==> config.mk <==
export PLATFORM = sky130hd
export DESIGN_NAME = idle_timeout_min_heap_unit
export DESIGN_NICKNAME = d
export VERILOG_FILES = /design/src/sv/itmh_pkg.sv /design/src/sv/itmh_store.sv /design/src/sv/itmh_cmp.sv /design/src/sv/idle_timeout_min_heap_unit.sv
export SDC_FILE = /design/constraint.sdc
export NUM_CORES = 2
export LEC_CHECK = 0
export BUFFER_PORTS_ARGS = -buffer_cell sky130_fd_sc_hd__buf_2
export CORE_MARGIN = 3
export CORE_UTILIZATION = 35
export CTS_CLUSTER_DIAMETER = 50
export CTS_CLUSTER_SIZE = 8
export DETAILED_ROUTE_END_ITERATION = 7
export PLACE_DENSITY_LB_ADDON = 0.25
export SLEW_MARGIN = 30
export SYNTH_ARGS = -nofsm -noshare
export SYNTH_HDL_FRONTEND = slang
export SYNTH_HIERARCHICAL = 1
export SYNTH_SLANG_ARGS = --single-unit
==> constraint.sdc <==
create_clock -name clk_i -period 12.6 [get_ports clk_i]
set_clock_uncertainty 0.1 [all_clocks]
set_input_delay 1.26 -clock clk_i [delete_from_list [all_inputs] [get_ports clk_i]]
set_output_delay 1.26 -clock clk_i [all_outputs]
set_load 0.1 [all_outputs]
==> src/sv/itmh_pkg.sv <==
`default_nettype none

package itmh_pkg;

  localparam int unsigned NUM_IDS = 64;
  localparam int unsigned ID_W    = 6;
  localparam int unsigned TMO_W   = 16;
  localparam logic [TMO_W-1:0] TMO_RESET = 16'd60;

  typedef enum logic [1:0] {
    CMD_INSERT = 2'd0,
    CMD_TOUCH  = 2'd1,
    CMD_REMOVE = 2'd2,
    CMD_SWEEP  = 2'd3
  } cmd_e;

  typedef enum logic [2:0] {
    ST_OK      = 3'd0,
    ST_FULL    = 3'd1,
    ST_BAD     = 3'd2,
    ST_EXPIRED = 3'd3,
    ST_NONE    = 3'd4
  } status_e;

  typedef enum logic [3:0] {
    S_IDLE,
    S_LOOK,
    S_DISP,
    S_LD_RD,
    S_LD_US,
    S_UP_RD,
    S_UP_CMP,
    S_DN_L,
    S_DN_LC,
    S_DN_RC,
    S_FINAL,
    S_SW_RD,
    S_SW_CK,
    S_SW_DEL,
    S_EMIT
  } state_e;

endpackage

`default_nettype wire

==> src/sv/itmh_store.sv <==
`default_nettype none

module itmh_store #(
  parameter int unsigned DEPTH = 64,
  parameter int unsigned PW    = 6,
  parameter int unsigned TW    = 32
) (
  input  wire logic                       clk_i,
  input  wire logic [PW-1:0]              heap_raddr_i,
  input  wire logic                       heap_we_i,
  input  wire logic [PW-1:0]              heap_waddr_i,
  input  wire logic [itmh_pkg::ID_W-1:0]  heap_wid_i,
  input  wire logic [TW-1:0]              heap_wt_i,
  output logic      [itmh_pkg::ID_W-1:0]  heap_rid_o,
  output logic      [TW-1:0]              heap_rt_o,
  input  wire logic [itmh_pkg::ID_W-1:0]  slot_raddr_i,
  input  wire logic                       slot_we_i,
  input  wire logic [itmh_pkg::ID_W-1:0]  slot_waddr_i,
  input  wire logic [PW-1:0]              slot_wdata_i,
  output logic      [PW-1:0]              slot_rdata_o
);

  logic [itmh_pkg::ID_W-1:0] ids_mem   [DEPTH];
  logic [TW-1:0]             times_mem [DEPTH];
  logic [PW-1:0]             slot_mem  [itmh_pkg::NUM_IDS];

  // heap entries: one write and one registered read a cycle
  always_ff @(posedge clk_i) begin
    if (heap_we_i) begin
      ids_mem[heap_waddr_i]   <= heap_wid_i;
      times_mem[heap_waddr_i] <= heap_wt_i;
    end
    heap_rid_o <= ids_mem[heap_raddr_i];
    heap_rt_o  <= times_mem[heap_raddr_i];
  end

  // id to slot map
  always_ff @(posedge clk_i) begin
    if (slot_we_i) begin
      slot_mem[slot_waddr_i] <= slot_wdata_i;
    end
    slot_rdata_o <= slot_mem[slot_raddr_i];
  end

endmodule

`default_nettype wire

==> src/sv/itmh_cmp.sv <==
`default_nettype none

module itmh_cmp #(
  parameter int unsigned W = 33
) (
  input  wire logic [W-1:0] a_i,
  input  wire logic [W-1:0] b_i,
  output logic              lt_o
);

  // shared magnitude compare, used by every sift step and the expiry test
  assign lt_o = (a_i < b_i);

endmodule

`default_nettype wire

==> src/sv/idle_timeout_min_heap_unit.sv <==
`default_nettype none

// Idle-timeout queue: a binary min-heap of connection ids ordered by stamp.
// Input channel (in_valid_i/in_ready_o) takes one command beat: insert,
// touch, remove or sweep, with conn_id_i and now_i. Output channel
// (out_valid_o/out_ready_i) returns result beats; insert, touch and remove
// give one beat, sweep gives one beat per expired id (last_o on the final
// one) or a single "none expired" beat.
// The block works on one command at a time and is not ready meanwhile.
// A command passes through lookup (accept, slot and root read, dispatch),
// sift-up (read parent, compare) and sift-down (read left child, compare
// it, compare right child) level by level, a fetch of the last entry on a
// remove, then the final write and the beat hand-off. A sweep repeats the
// fetch and sift-down for each popped id. The pace is set by the single
// read port of the heap memory and the one shared comparator.
// The user must write the idle timeout register through cfg_we_i/cfg_wdata_i
// only while idle; the block itself does not enforce it. Reset empties the queue
// (presence bits and count) and sets the timeout to 60. A stalled receiver holds
// the result beat in the output register; the sequencer waits before writing the
// next beat, and the next command may be taken while the last beat still waits.
module idle_timeout_min_heap_unit #(
  parameter int unsigned CAPACITY  = 64,
  parameter int unsigned TIME_BITS = 32
) (
  input  wire logic                         clk_i,
  input  wire logic                         rst_ni,
  input  wire logic                         cfg_we_i,
  input  wire logic [itmh_pkg::TMO_W-1:0]   cfg_wdata_i,
  input  wire logic                         in_valid_i,
  output logic                              in_ready_o,
  input  wire logic [1:0]                   command_i,
  input  wire logic [itmh_pkg::ID_W-1:0]    conn_id_i,
  input  wire logic [31:0]                  now_i,
  output logic                              out_valid_o,
  input  wire logic                         out_ready_i,
  output logic      [itmh_pkg::ID_W-1:0]    result_id_o,
  output logic      [2:0]                   status_o,
  output logic                              last_o
);

  localparam int unsigned LIMIT = (CAPACITY < itmh_pkg::NUM_IDS) ? CAPACITY
                                                                 : itmh_pkg::NUM_IDS;
  localparam int unsigned PW = $clog2(LIMIT);
  localparam int unsigned CW = $clog2(LIMIT + 1);
  localparam int unsigned XW = PW + 2;
  localparam int unsigned TW = TIME_BITS;
  localparam int unsigned EW = ((TW > itmh_pkg::TMO_W) ? TW : itmh_pkg::TMO_W) + 1;
  localparam int unsigned IW = itmh_pkg::ID_W;

  itmh_pkg::state_e  state_q, state_d, ret_q, ret_d;
  itmh_pkg::cmd_e    cmd_q;
  itmh_pkg::status_e em_st_q, em_st_d, out_st_q;
  logic [IW-1:0]     id_q, cur_id_q, cur_id_d, lt_id_q, lt_id_d, root_id_q, root_id_d;
  logic [IW-1:0]     pend_id_q, pend_id_d, em_id_q, em_id_d, out_id_q;
  logic [TW-1:0]     now_q, cur_t_q, cur_t_d, lt_t_q, lt_t_d, now_t;
  logic [PW-1:0]     pos_q, pos_d;
  logic [CW-1:0]     count_q, count_d;
  logic [itmh_pkg::NUM_IDS-1:0] present_q, present_d;
  logic [itmh_pkg::TMO_W-1:0]   tmo_q;
  logic              bsel_q, bsel_d, has_pend_q, has_pend_d, do_down_q, do_down_d;
  logic              em_last_q, em_last_d, out_valid_q, out_last_q, out_load;
  logic              accept;

  // store interface
  logic [PW-1:0]     heap_raddr, heap_waddr, slot_rdata, slot_wdata;
  logic              heap_we, slot_we;
  logic [IW-1:0]     heap_wid, heap_rid, slot_waddr;
  logic [TW-1:0]     heap_wt, heap_rt;

  // compare unit
  logic [EW-1:0]     cmp_a, cmp_b;
  logic              cmp_lt;

  // index arithmetic
  logic [PW-1:0]     parent;
  logic [XW-1:0]     lchild, rchild, count_x;

  assign now_t   = TW'(now_i);
  assign accept  = in_valid_i && in_ready_o;
  assign parent  = PW'((pos_q - PW'(1)) >> 1);
  assign lchild  = {1'b0, pos_q, 1'b1};
  assign rchild  = lchild + XW'(1);
  assign count_x = XW'(count_q);

  itmh_store #(.DEPTH(LIMIT), .PW(PW), .TW(TW)) u_store (
    .clk_i        (clk_i),
    .heap_raddr_i (heap_raddr),
    .heap_we_i    (heap_we),
    .heap_waddr_i (heap_waddr),
    .heap_wid_i   (heap_wid),
    .heap_wt_i    (heap_wt),
    .heap_rid_o   (heap_rid),
    .heap_rt_o    (heap_rt),
    .slot_raddr_i (id_q),
    .slot_we_i    (slot_we),
    .slot_waddr_i (slot_waddr),
    .slot_wdata_i (slot_wdata),
    .slot_rdata_o (slot_rdata)
  );

  itmh_cmp #(.W(EW)) u_cmp (
    .a_i  (cmp_a),
    .b_i  (cmp_b),
    .lt_o (cmp_lt)
  );

  // steer the shared comparator
  always_comb begin
    cmp_a = EW'(cur_t_q);
    cmp_b = EW'(heap_rt);
    case (state_q)
      itmh_pkg::S_DN_LC: begin
        cmp_a = EW'(heap_rt);
        cmp_b = EW'(cur_t_q);
      end
      itmh_pkg::S_DN_RC: begin
        cmp_a = EW'(heap_rt);
        cmp_b = bsel_q ? EW'(lt_t_q) : EW'(cur_t_q);
      end
      itmh_pkg::S_SW_CK: begin
        cmp_a = EW'(now_q);
        cmp_b = EW'(heap_rt) + EW'(tmo_q);
      end
      default: begin
        cmp_a = EW'(cur_t_q);
        cmp_b = EW'(heap_rt);
      end
    endcase
  end

  // sequencer: next state, memory access and beat staging
  always_comb begin
    state_d    = state_q;
    ret_d      = ret_q;
    em_st_d    = em_st_q;
    em_id_d    = em_id_q;
    em_last_d  = em_last_q;
    cur_id_d   = cur_id_q;
    cur_t_d    = cur_t_q;
    lt_id_d    = lt_id_q;
    lt_t_d     = lt_t_q;
    root_id_d  = root_id_q;
    pend_id_d  = pend_id_q;
    has_pend_d = has_pend_q;
    do_down_d  = do_down_q;
    bsel_d     = bsel_q;
    pos_d      = pos_q;
    count_d    = count_q;
    present_d  = present_q;
    heap_raddr = '0;
    heap_we    = 1'b0;
    heap_waddr = pos_q;
    heap_wid   = heap_rid;
    heap_wt    = heap_rt;
    slot_we    = 1'b0;
    slot_waddr = heap_rid;
    slot_wdata = pos_q;
    out_load   = 1'b0;
    in_ready_o = 1'b0;

    case (state_q)
      itmh_pkg::S_IDLE: begin
        in_ready_o = 1'b1;
        if (in_valid_i) begin
          has_pend_d = 1'b0;
          state_d    = itmh_pkg::S_LOOK;
        end
      end

      // slot of the id and the root are read here
      itmh_pkg::S_LOOK: begin
        heap_raddr = '0;
        state_d    = itmh_pkg::S_DISP;
      end

      itmh_pkg::S_DISP: begin
        em_id_d   = id_q;
        em_last_d = 1'b1;
        ret_d     = itmh_pkg::S_IDLE;
        cur_id_d  = id_q;
        cur_t_d   = now_q;
        case (cmd_q)
          itmh_pkg::CMD_INSERT: begin
            if (present_q[id_q]) begin
              em_st_d = itmh_pkg::ST_BAD;
              state_d = itmh_pkg::S_EMIT;
            end else if (count_q >= CW'(LIMIT)) begin
              em_st_d = itmh_pkg::ST_FULL;
              state_d = itmh_pkg::S_EMIT;
            end else begin
              pos_d           = PW'(count_q);
              count_d         = count_q + CW'(1);
              present_d[id_q] = 1'b1;
              do_down_d       = 1'b0;
              state_d         = itmh_pkg::S_UP_RD;
            end
          end
          itmh_pkg::CMD_TOUCH: begin
            if (!present_q[id_q] || CW'(slot_rdata) >= count_q) begin
              em_st_d = itmh_pkg::ST_BAD;
              state_d = itmh_pkg::S_EMIT;
            end else begin
              pos_d     = slot_rdata;
              do_down_d = 1'b1;
              state_d   = itmh_pkg::S_UP_RD;
            end
          end
          itmh_pkg::CMD_REMOVE: begin
            if (!present_q[id_q] || CW'(slot_rdata) >= count_q) begin
              em_st_d = itmh_pkg::ST_BAD;
              state_d = itmh_pkg::S_EMIT;
            end else begin
              present_d[id_q] = 1'b0;
              count_d         = count_q - CW'(1);
              pos_d           = slot_rdata;
              do_down_d       = 1'b1;
              em_st_d         = itmh_pkg::ST_OK;
              if (CW'(slot_rdata) == count_q - CW'(1)) begin
                state_d = itmh_pkg::S_EMIT;
              end else begin
                state_d = itmh_pkg::S_LD_RD;
              end
            end
          end
          default: begin
            state_d = itmh_pkg::S_SW_RD;
          end
        endcase
      end

      // fetch the last entry into the hole
      itmh_pkg::S_LD_RD: begin
        heap_raddr = PW'(count_q);
        state_d    = itmh_pkg::S_LD_US;
      end

      itmh_pkg::S_LD_US: begin
        cur_id_d = heap_rid;
        cur_t_d  = heap_rt;
        state_d  = itmh_pkg::S_UP_RD;
      end

      // sift up: read parent
      itmh_pkg::S_UP_RD: begin
        heap_raddr = parent;
        if (pos_q == '0) begin
          state_d = do_down_q ? itmh_pkg::S_DN_L : itmh_pkg::S_FINAL;
        end else begin
          state_d = itmh_pkg::S_UP_CMP;
        end
      end

      // move the parent down while it is strictly later
      itmh_pkg::S_UP_CMP: begin
        if (cmp_lt) begin
          heap_we = 1'b1;
          slot_we = 1'b1;
          pos_d   = parent;
          state_d = itmh_pkg::S_UP_RD;
        end else begin
          state_d = do_down_q ? itmh_pkg::S_DN_L : itmh_pkg::S_FINAL;
        end
      end

      // sift down: read left child
      itmh_pkg::S_DN_L: begin
        heap_raddr = lchild[PW-1:0];
        if (lchild >= count_x) begin
          state_d = itmh_pkg::S_FINAL;
        end else begin
          state_d = itmh_pkg::S_DN_LC;
        end
      end

      itmh_pkg::S_DN_LC: begin
        lt_id_d    = heap_rid;
        lt_t_d     = heap_rt;
        bsel_d     = cmp_lt;
        heap_raddr = rchild[PW-1:0];
        if (rchild < count_x) begin
          state_d = itmh_pkg::S_DN_RC;
        end else if (cmp_lt) begin
          heap_we = 1'b1;
          slot_we = 1'b1;
          pos_d   = lchild[PW-1:0];
          state_d = itmh_pkg::S_DN_L;
        end else begin
          state_d = itmh_pkg::S_FINAL;
        end
      end

      itmh_pkg::S_DN_RC: begin
        if (cmp_lt) begin
          heap_we = 1'b1;
          slot_we = 1'b1;
          pos_d   = rchild[PW-1:0];
          state_d = itmh_pkg::S_DN_L;
        end else if (bsel_q) begin
          heap_we    = 1'b1;
          heap_wid   = lt_id_q;
          heap_wt    = lt_t_q;
          slot_we    = 1'b1;
          slot_waddr = lt_id_q;
          pos_d      = lchild[PW-1:0];
          state_d    = itmh_pkg::S_DN_L;
        end else begin
          state_d = itmh_pkg::S_FINAL;
        end
      end

      // drop the moving entry into its slot
      itmh_pkg::S_FINAL: begin
        heap_we    = 1'b1;
        heap_wid   = cur_id_q;
        heap_wt    = cur_t_q;
        slot_we    = 1'b1;
        slot_waddr = cur_id_q;
        if (cmd_q == itmh_pkg::CMD_SWEEP) begin
          state_d = itmh_pkg::S_SW_RD;
        end else begin
          em_st_d = itmh_pkg::ST_OK;
          ret_d   = itmh_pkg::S_IDLE;
          state_d = itmh_pkg::S_EMIT;
        end
      end

      itmh_pkg::S_SW_RD: begin
        heap_raddr = '0;
        state_d    = itmh_pkg::S_SW_CK;
      end

      // expiry test on the root; a held id goes out once its successor is known
      itmh_pkg::S_SW_CK: begin
        root_id_d = heap_rid;
        if (count_q != '0 && !cmp_lt) begin
          if (has_pend_q) begin
            em_id_d   = pend_id_q;
            em_st_d   = itmh_pkg::ST_EXPIRED;
            em_last_d = 1'b0;
            ret_d     = itmh_pkg::S_SW_DEL;
            state_d   = itmh_pkg::S_EMIT;
          end else begin
            state_d = itmh_pkg::S_SW_DEL;
          end
        end else begin
          em_last_d = 1'b1;
          ret_d     = itmh_pkg::S_IDLE;
          state_d   = itmh_pkg::S_EMIT;
          if (has_pend_q) begin
            em_id_d = pend_id_q;
            em_st_d = itmh_pkg::ST_EXPIRED;
          end else begin
            em_id_d = '0;
            em_st_d = itmh_pkg::ST_NONE;
          end
        end
      end

      itmh_pkg::S_SW_DEL: begin
        pend_id_d            = root_id_q;
        has_pend_d           = 1'b1;
        present_d[root_id_q] = 1'b0;
        count_d              = count_q - CW'(1);
        pos_d                = '0;
        do_down_d            = 1'b1;
        if (count_q == CW'(1)) begin
          state_d = itmh_pkg::S_SW_RD;
        end else begin
          state_d = itmh_pkg::S_LD_RD;
        end
      end

      // hand the staged beat to the output register when it is free
      itmh_pkg::S_EMIT: begin
        if (!out_valid_q || out_ready_i) begin
          out_load = 1'b1;
          state_d  = ret_q;
        end
      end

      default: begin
        state_d = itmh_pkg::S_IDLE;
      end
    endcase
  end

  // control state
  always_ff @(posedge clk_i or negedge rst_ni) begin
    if (!rst_ni) begin
      state_q     <= itmh_pkg::S_IDLE;
      count_q     <= '0;
      present_q   <= '0;
      tmo_q       <= itmh_pkg::TMO_RESET;
      out_valid_q <= 1'b0;
      has_pend_q  <= 1'b0;
    end else begin
      state_q    <= state_d;
      count_q    <= count_d;
      present_q  <= present_d;
      has_pend_q <= has_pend_d;
      if (cfg_we_i) begin
        tmo_q <= cfg_wdata_i;
      end
      if (out_load) begin
        out_valid_q <= 1'b1;
      end else if (out_ready_i) begin
        out_valid_q <= 1'b0;
      end
    end
  end

  // payload registers
  always_ff @(posedge clk_i) begin
    ret_q     <= ret_d;
    em_st_q   <= em_st_d;
    em_id_q   <= em_id_d;
    em_last_q <= em_last_d;
    cur_id_q  <= cur_id_d;
    cur_t_q   <= cur_t_d;
    lt_id_q   <= lt_id_d;
    lt_t_q    <= lt_t_d;
    root_id_q <= root_id_d;
    pend_id_q <= pend_id_d;
    do_down_q <= do_down_d;
    bsel_q    <= bsel_d;
    pos_q     <= pos_d;
    if (accept) begin
      cmd_q <= itmh_pkg::cmd_e'(command_i);
      id_q  <= conn_id_i;
      now_q <= now_t;
    end
    if (out_load) begin
      out_id_q   <= em_id_q;
      out_st_q   <= em_st_q;
      out_last_q <= em_last_q;
    end
  end

  assign out_valid_o = out_valid_q;
  assign result_id_o = out_id_q;
  assign status_o    = out_st_q;
  assign last_o      = out_last_q;

endmodule

`default_nettype wire

==> out/metrics.yaml <==
setup_path:
  crit_type: "reg -> reg"
  cp-startpoint: "tmo_q[8]$_DFFE_PN0P_"
  reg2reg_from: "tmo_q[8]$_DFFE_PN0P_"
  crit_path_cell_trace: "ha_1 -> a21o_1 -> a21o_1 -> a21o_1 -> a2111oi_0 -> o21ai_0 -> o21ai_1 -> nor2_1 -> a311oi_1 -> inv_1 -> ha_1 -> nand4_1 -> nor2_1 -> a221oi_1 -> o211ai_1 -> a2111oi_4 -> buf_4 -> nor2_1 -> o21ai_4 -> nand3_1 -> nor2_4 -> buf_4"
  crit_buf_inv: 3
  crit_fanout: 28
  crit_arrival_ns: 8.95
  slowest_delay_ns: 0.88
  crit_slowest_cell: "nand3_1"
  path_delay_family: "compound AO/OA/AOI/OAI gates"
  crit_required_ns: 13.07
  startpoint_type: "register"
  cp-end-kind: "register"
clocking:
  cts_repair_resize_count: 0
  clkTransAtPathRegs_ns: 0.05
  htree_num_levels: 5
  cts_buffers: 446
  cts_tree: "yes"
  root_buffer: "clkbuf_16"
  clkLatencyLatePin_ns: 0.95
  cts_sinks: 3110
  cts-hold-fix-buffers: 0
  max-clock-path-buffers: 4
  cts_setup_buffers: 0
die:
  die_h_um: 606
  rows: 219
  ios: 73
  die_x_um: 606
  core_area_mm2: 0.357
  die_area_mm2: 0.368
  start_util: 0.353
yosys:
  yosysTopAreaCell: "edfxtp_1"
  synth_cell_types: 85
  synth-edff-count: 2973
  ys_ff_latch: 3110
  synthCells: 6444
  async_flop_share: 0.0299
  ys_warn_count: 6
  synth_top_area_frac: 0.708
  synth_area_per_cell_um2: 19.6
  synth_flop_cell: "edfxtp_1"
  syn_area_mm2: 0.126
  mappedNetlistNets: 6583
  seq_area_frac_synth: 0.733
  synth_area_leaders: "edfxtp_1, mux4_2, dfrtp_1"
sta:
  tns_ns: 0
  whs_ns: 0.224
  drv_slew: 0
  period_needed_ns: 8.48
  worst_slew_pin_slew_ns: 1.13
  clock.fmax_mhz: 118
  fin_crit_sh: 0.673
  hold_viol_final: 0
  rsz0062_at_grt: "false"
  relSlewSlack: 0.244
  setup_viol: 0
  setup_ws_ns: 4.12
pwr:
  power_density_mw_per_mm2: 252
  p_leak_nw: 45.1
  peakVddDrop_mv: 0.262
placement:
  port-buffer-count: 72
  place_hpwl_um: 190000
  dp_slack_ns: 4.24
  routabilityCongestion: 0.848
global_routing:
  antenna_found_initial: 19
  track_usage: 0.181
  grt_max_degree: 94
  grt_first_pass_wirelength_um: 489000
  globalRouteOverflowTotal: 0
  grt_pass1_vias: 67200
drt:
  wl_um: 338000
  antenna_left: 0
  routedWlPerCell_um: 28.9
  drt-pass1-iter-count: 6
  drcViolationCount: 0
  dr.first_iter.drc_count: 7783
  num_vias: 66200
  vias_per_cell: 5.65
outcome:
  outcome: "finished, final reports clean"
finish:
  syn2layout_area_growth_pct: 15.5
  multi_input_area_mm2: 0.0324
  fillers: 31400
  seq_area_mm2: 0.0925
  drive_gt1_frac: 0.261
  fin_nets: 6903
job:
  max-cap-violations: 0
hold_path:
  min_path_type: "in -> async"
[per-layer routing]
layer	part of all wire	GRT usage	up-vias
li1	-	-	27300
met5	0.000038	0	-
met1	0.44	0.268	35700
met4	0.020	0.0432	2
met2	0.46	0.277	2735
met3	0.075	0.0328	501
[power by group]
part	internal, mW	switching [mW]	total (mW)
registers	13.8	0.433	14.2
logic	3.81	7.79	11.6
clock network	6.59	4.23	10.8
total	24.2	12.4	36.6
[cell families after synthesis]
| family | after synthesis | synth area share |
|---|---|---|
| xor+xnor | 34 | 0.00247 |
| mux | 1086 | 0.166 |
| flops | 3110 | 0.733 |
| compound gates | 830 | 0.0448 |
| fa+ha+maj | 78 | 0.00780 |
| other cells | 1 | 0.0000297 |
| simple gates | 849 | 0.0296 |
| buf+inv | 456 | 0.0162 |
[final cells by class]
type	instances	area share
inverters	65	0.00169
diodes	7	0.000120
clock buffers	583	0.0812
repair buffers	263	0.0138
multi-input cells	2878	0.222
flip-flops and latches	3110	0.635
clock inverters	58	0.00512
well taps	4751	0.0408
[cells in the mapped netlist, types with 20 or more instances]
| master | count |
|---|---|
| mux2i_1 | 191 |
| mux2_2 | 99 |
| a21oi_1 | 125 |
| nor3_1 | 43 |
| buf_1 | 37 |
| xnor2_1 | 20 |
| nand3_1 | 49 |
| dfxtp_1 | 44 |
| nand2_1 | 393 |
| inv_1 | 64 |
| o211ai_1 | 41 |
| o21ai_0 | 206 |
| edfxtp_1 | 2973 |
| nor2_1 | 215 |
| a2bb2oi_1 | 67 |
| buf_2 | 90 |
| a211oi_1 | 76 |
| a22oi_1 | 144 |
| clkbuf_1 | 210 |
| nor2b_1 | 32 |
| buf_4 | 47 |
| nand2b_1 | 30 |
| ha_1 | 77 |
| mux4_2 | 795 |
| dfrtp_1 | 89 |
[worst paths after layout]
kind / endpoint / slack [ns] / cells after the start
worst max-delay path: u_store/times_mem[50][5]$_DFFE_PP_ / 4.12 / 22
worst min-delay path: out_valid_o$_DFFE_PN0P_ / 0.22 / 1
worst max register to register: u_store/times_mem[50][5]$_DFFE_PP_ / 4.12 / 22
worst min register to register: last_o$_DFFE_PP_ / 0.32 / 0
max in group asynchronous: asynchronous set/reset pin / 11.12 / 2
min in group clk_i: last_o$_DFFE_PP_ / 0.32 / 0
[cell usage in the layout, fill, tap and decap left out, types with 31 or more instances in the layout]
master,n
edfxtp_1,2973
a211oi_1,74
clkbuf_1,126
inv_1,62
dfxtp_1,44
o21ai_0,202
mux4_2,795
a2bb2oi_1,67
a21oi_1,123
mux2i_1,190
nor2b_1,31
mux2_2,99
nor2_4,57
buf_4,173
ha_1,76
a22oi_1,144
clkbuf_16,450
nand2_1,356
nor2_1,155
o211ai_1,41
nor3_1,33
nand3_1,49
buf_2,71
dfrtp_1,89
[flip-flops by register name (all words and copies together) (netlist names), 7 cells and up, named ones only]
signal             count
u_store/ids_mem      384
now_q                 32
lt_t_q                32
cur_t_q               32
u_store/slot_mem     384
tmo_q                 16
u_store/times_mem   2048
count_q                7
u_store/heap_rt_o     32
[stage by stage]
stage / power [mW] / cells / util / cell area [µm²]
final: 36.6 / 11700 / 0.408 / 146000
after global routing: 38.1 / 11700 / 0.408 / 146000
after CTS: 36.9 / 11700 / 0.408 / 146000
after detailed placement: 26.0 / 11100 / 0.372 / 133000
after global placement: 25.9 / 11100 / 0.372 / 133000
after floorplan: 21.3 / 6444 / - / 126000
Note: power is estimated with default switching activity, not from simulation.
